==> src/krt_pkg.sv <==
// shared types, codes and name cleanup for the keyed record table
package krt_pkg;

   localparam int TableDepthDefault = 16;
   localparam int NameBits          = 256;
   localparam int NameKeep          = 31;

   localparam logic [1:0] OP_INSERT = 2'd0;
   localparam logic [1:0] OP_SELECT = 2'd1;
   localparam logic [1:0] OP_UPDATE = 2'd2;
   localparam logic [1:0] OP_DELETE = 2'd3;

   localparam logic [1:0] ST_DONE    = 2'd0;
   localparam logic [1:0] ST_PRESENT = 2'd1;
   localparam logic [1:0] ST_ABSENT  = 2'd2;
   localparam logic [1:0] ST_FULL    = 2'd3;

   typedef struct packed {
      logic [31:0]         key;
      logic [NameBits-1:0] name;
      logic [63:0]         score;
   } record_type;

   // keep bytes up to the first zero byte, clear the rest and the last byte
   function automatic logic [NameBits-1:0] clean_name(input logic [NameBits-1:0] raw);
      logic [NameBits-1:0] res;
      logic                keep;
      res  = '0;
      keep = 1'b1;
      for (int b = 0; b < NameKeep; b++) begin
         keep = keep & (raw[b*8 +: 8] != 8'd0);
         if (keep) begin
            res[b*8 +: 8] = raw[b*8 +: 8];
         end
      end
      return res;
   endfunction

endpackage

==> src/krt_cell.sv <==
// one record slot of the rotating table ring
module krt_cell
   import krt_pkg::*;
(
   input  logic       clock,
   input  logic       shift,
   input  logic       load,
   input  record_type neighbor_in,
   input  record_type load_data,
   output record_type rec_out
);

   record_type rec_ff;
   record_type rec_in;

   // a load replaces the word coming around from the head
   assign rec_in  = load ? load_data : neighbor_in;
   assign rec_out = rec_ff;

   always_ff @(posedge clock) begin
      if (shift) begin
         rec_ff <= rec_in;
      end
   end

endmodule

==> config.mk <==
export PLATFORM = sky130hd
export DESIGN_NAME = krt_cell
export DESIGN_NICKNAME = d
export VERILOG_FILES = /design/src/krt_pkg.sv /design/src/krt_cell.sv
export SDC_FILE = /design/constraint.sdc
export NUM_CORES = 1
export LEC_CHECK = 0
export BUFFER_PORTS_ARGS = -buffer_cell sky130_fd_sc_hd__buf_2
export CAP_MARGIN = 20
export CORE_AREA = 2 2 412 414
export DETAILED_ROUTE_END_ITERATION = 8
export DIE_AREA = 0 0 414 416
export PLACE_DENSITY = 0.35
export SYNTH_ARGS = -nofsm -noshare
export SYNTH_HDL_FRONTEND = slang
export SYNTH_SLANG_ARGS = --single-unit
==> constraint.sdc <==
create_clock -name clock -period 1.2 [get_ports clock]
set_input_delay 0.24 -clock clock [delete_from_list [all_inputs] [get_ports clock]]
set_output_delay 0.24 -clock clock [all_outputs]
set_load 0.005 [all_outputs]
## Word-level counts from Yosys, hierarchy flattened

Index checks and enable logic that the tools add are counted.
Widths: inputs -> output; s select.

- Word-level logic and storage cells: 4
- Output and inout port bits: 352
- Register bits after elaboration: 352
- Input port bits: 707

- Muxes and demuxes: 1

Operators with widths:

| cell | number |
|---|---|
| $mux 352 | 1 |

## Logic depth before layout (Yosys ltp)

- Depth after elaboration: 1
- Depth in mapped cells: 4
- Depth with buffers taken out: 1

## Worst setup path before layout

No wires, ideal clock.

- Kind: input port to flip-flop
- From: input load
- To: register rec_ff (netlist bit rec_out[139]), data pin
- Arrival time: 0.993 ns
- Path slack: -0.053 ns
- Stages: 4
- Library setup time: 0.260 ns
- Cells stage by stage: buf_4 buf_6 buf_6 mux2_2

RTL lines:

| what | RTL line | RTL |
|---|---|---|
| from (decl) | krt_cell.sv:7 | `input logic load,` |
| to (signal assigned) | krt_cell.sv:22 | `rec_ff <= rec_in;` |
| to (decl) | krt_cell.sv:13 | `record_type rec_ff;` |

## Worst setup path in the final report

- From: register rec_ff (netlist bit rec_out[59])
- To: output rec_out[59] in the netlist's numbering

RTL lines:

| what | RTL line | RTL |
|---|---|---|
| to (decl) | krt_cell.sv:10 | `output record_type rec_out` |

No word-level cell between the ends.

==> reports/metrics.cfg <==
[worst_setup_path]
crit_chain = buf_6
critPathSlowestCell = edfxtp_1
timing.critical_path.to_type = output pin
timing.critical_path.required_ns = 0.96
criticalPathCategory = register to output pin
critPathTopFamily = flip-flops
critPathMaxStageDelay_ns = 0.55
worst-path-max-fanout = 1
critical_path.n_buffers_inverters = 1
worst_setup_path_start_kind = register
worstPathArrival_ns = 1.38

[clock_network]
tritoncts = done
cts_buffer_depth = 3
clk_pin_slew_worst_paths_ns = 0.06
ctsHtreeMaxLevel = 2
cts_made_buffers = 47
clock_sink_count = 352
cts_setup_buffers = 0
ctsRootBufferMaster = clkbuf_16

[power]
leakagePower_nw = 13.33
pwrdens_nw_per_um2 = 1125
pwr-share-clk_pct = 35.9
power_switching_mw = 9.889
comb_power_share_pct = 20.9
swShare_pct = 26.99
peakVddDrop_mv = 0.8974
internal_power_mw = 26.75
fin_total_pwr_mw = 36.64
power.sequential.fraction_pct = 43.2

[place]
place_area_um2 = 23460
finalWeightedCongestion = 0.8865
dp.final_hpwl_um = 89770
port_buffers = 1058

[final_layout]
layout.core_utilization_pct = 19.37
stdcell_area_um2 = 32570
area_added_between_synthesis_and_finish_pct = 117.7
design.final.nets = 3292
drive_gt1_share_pct = 57.73
number_of_flip_flops_under_the_largest_register_name = 352

[drt]
drt-vias-per-instance = 2.989
detail_route.wl_per_cell_um = 22.00
drt_pass1_iterations = 5
dr_total_vias = 14460
remaining_drc_errors = 0
final_antenna_net_count = 0
drtIter0Drc = 659
drt_wl_total_um = 106500

[die]
num_rows = 151
die_x_um = 414
start_util_pct = 8.899
die_area_um2 = 172200
vertical_extent_of_the_die_um = 416
placeableCoreArea_um2 = 168100
design.portCount = 1059

[yosys]
syn_area_per_cell_um2 = 20.14
postSynthCellCount = 743
post_synth_instance_area_um2 = 14960
synth.yosys.seq_area_share_pct = 70.64
synthDominantCellAreaShare_pct = 70.64
post_synth_main_area_contributors = edfxtp_1 (71%), mux2_2 (23%), mux2_1 (2.9%)
mappedNetlistNets = 1450
yosysUniqueCellTypes = 7
post-synth-top-area-cell = edfxtp_1
synth_register_bits = 352
yosys_warnings = 0

[timing]
layout_setup_ws_ns = -0.4180
timing_hold_violations_final = 0
timing.setup.tns_ns = -73.72
fmaxAchievable_mhz = 618.0
rsz0062_at_grt = true
finalCritPeriodShare_pct = 134.8
final_max_slew_viol_count = 0
minimum_clock_period_ns = 1.618
finalSetupViolCount = 352
worst_pin_slew_ns = 0.3637
worst_slew_margin_rel_pct = 75.75

[outcome]
violations = setup timing
outcome = finished with violations

[grt]
globalRouteTotalUtil_pct = 11.93
grt_pass1_vias = 16140
grt_pass1_wl_um = 138800
initial_antenna_violation_count = 14
grt_max_degree = 33
grt_overflow_total = 0

[run]
max-cap-violations = 0

[min_path]
worstHoldPathType = input port to register

## final timing paths
path              slack (ns)           start      endpoint  cells past startpoint
setup / recovery       -0.42     rec_out[59]   rec_out[59]                      1
hold / removal          0.06  load_data[198]  rec_out[198]                      2
## Yosys cell counts, drive strengths merged
| cell type | n |
|---|---|
| mux2 | 352 |
| edfxtp | 352 |
| buf | 39 |
## stage by stage
step                hold WS [ns]  instances  worst slack, ns
global route             0.02716       4837          -0.4637
global placement          0.5210       4058          -0.2834
detailed placement        0.5252       4058          -0.3160
CTS                     0.002713       4837          -0.5202
floorplan                 0.3525        743         0.007361
finish                   0.06203       4839          -0.4180
## cells in the final DEF, fill, tap and decap left out
cell           netlist  layout
clkinv_1             0      13
mux2_4              10      10
mux2_1              38      38
bufinv_16            0       1
clkbuf_16            0      47
edfxtp_1           352     352
buf_6               31     122
inv_6                0       3
buf_8                0       2
diode_2              0       2
mux2_2             304     304
dlygate4sd3_1        0     696
clkinvlp_4           0       2
clkinv_4             0       1
clkbuf_1             0       8
buf_4                1      61
clkinv_2             0       8
buf_12               0      17
buf_2                7     934
## power by group through the flow
stage	sequential, mW	combinational [mW]	clock [mW]
after floorplan	15.6	1.26	0
after CTS	15.9	7.86	13.9
after detailed placement	16.1	5.57	0
after global placement	16.1	5.60	0
final	15.8	7.67	13.2
after global routing	15.9	8.23	14.2
## cell type report
| type | count | area (um^2) |
|---|---|---|
| fillers | 18340 | 135600 |
| clock inverters | 28 | 168.9 |
| clock buffers | 55 | 1206 |
| diodes | 2 | 5.005 |
| well taps | 2218 | 2775 |
| repair buffers | 1832 | 13840 |
| multi-input cells | 352 | 4001 |
| flip-flops and latches | 352 | 10570 |
## metal layers
layer / GRT usage [%] / share of wire, % / vias up
met2: 21.23 / 51 / 602
met5: 0 / 0.025 / -
met3: 3.921 / 7.6 / 91
met1: 13.62 / 39 / 7121
met4: 3.129 / 2.4 / 4
li1: - / - / 6646
## timing repair
| action | in CTS | in global routing |
|---|---|---|
| resized for setup | 220 | 10 |
| hold buffers | 696 | 0 |
| endpoints found under the hold margin | 354 | 0 |
| endpoints found under the setup margin | 352 | 352 |
## kinds of logic (layout without fill, tap and decap cells)
group	count (synthesis)	after routing	share of synthesized area, %
buffers and inverters	39	1915	2.617
flip-flops	352	352	70.64
multiplexers	352	352	26.74
other	0	2	0
Power figures use the tool's default switching activity.
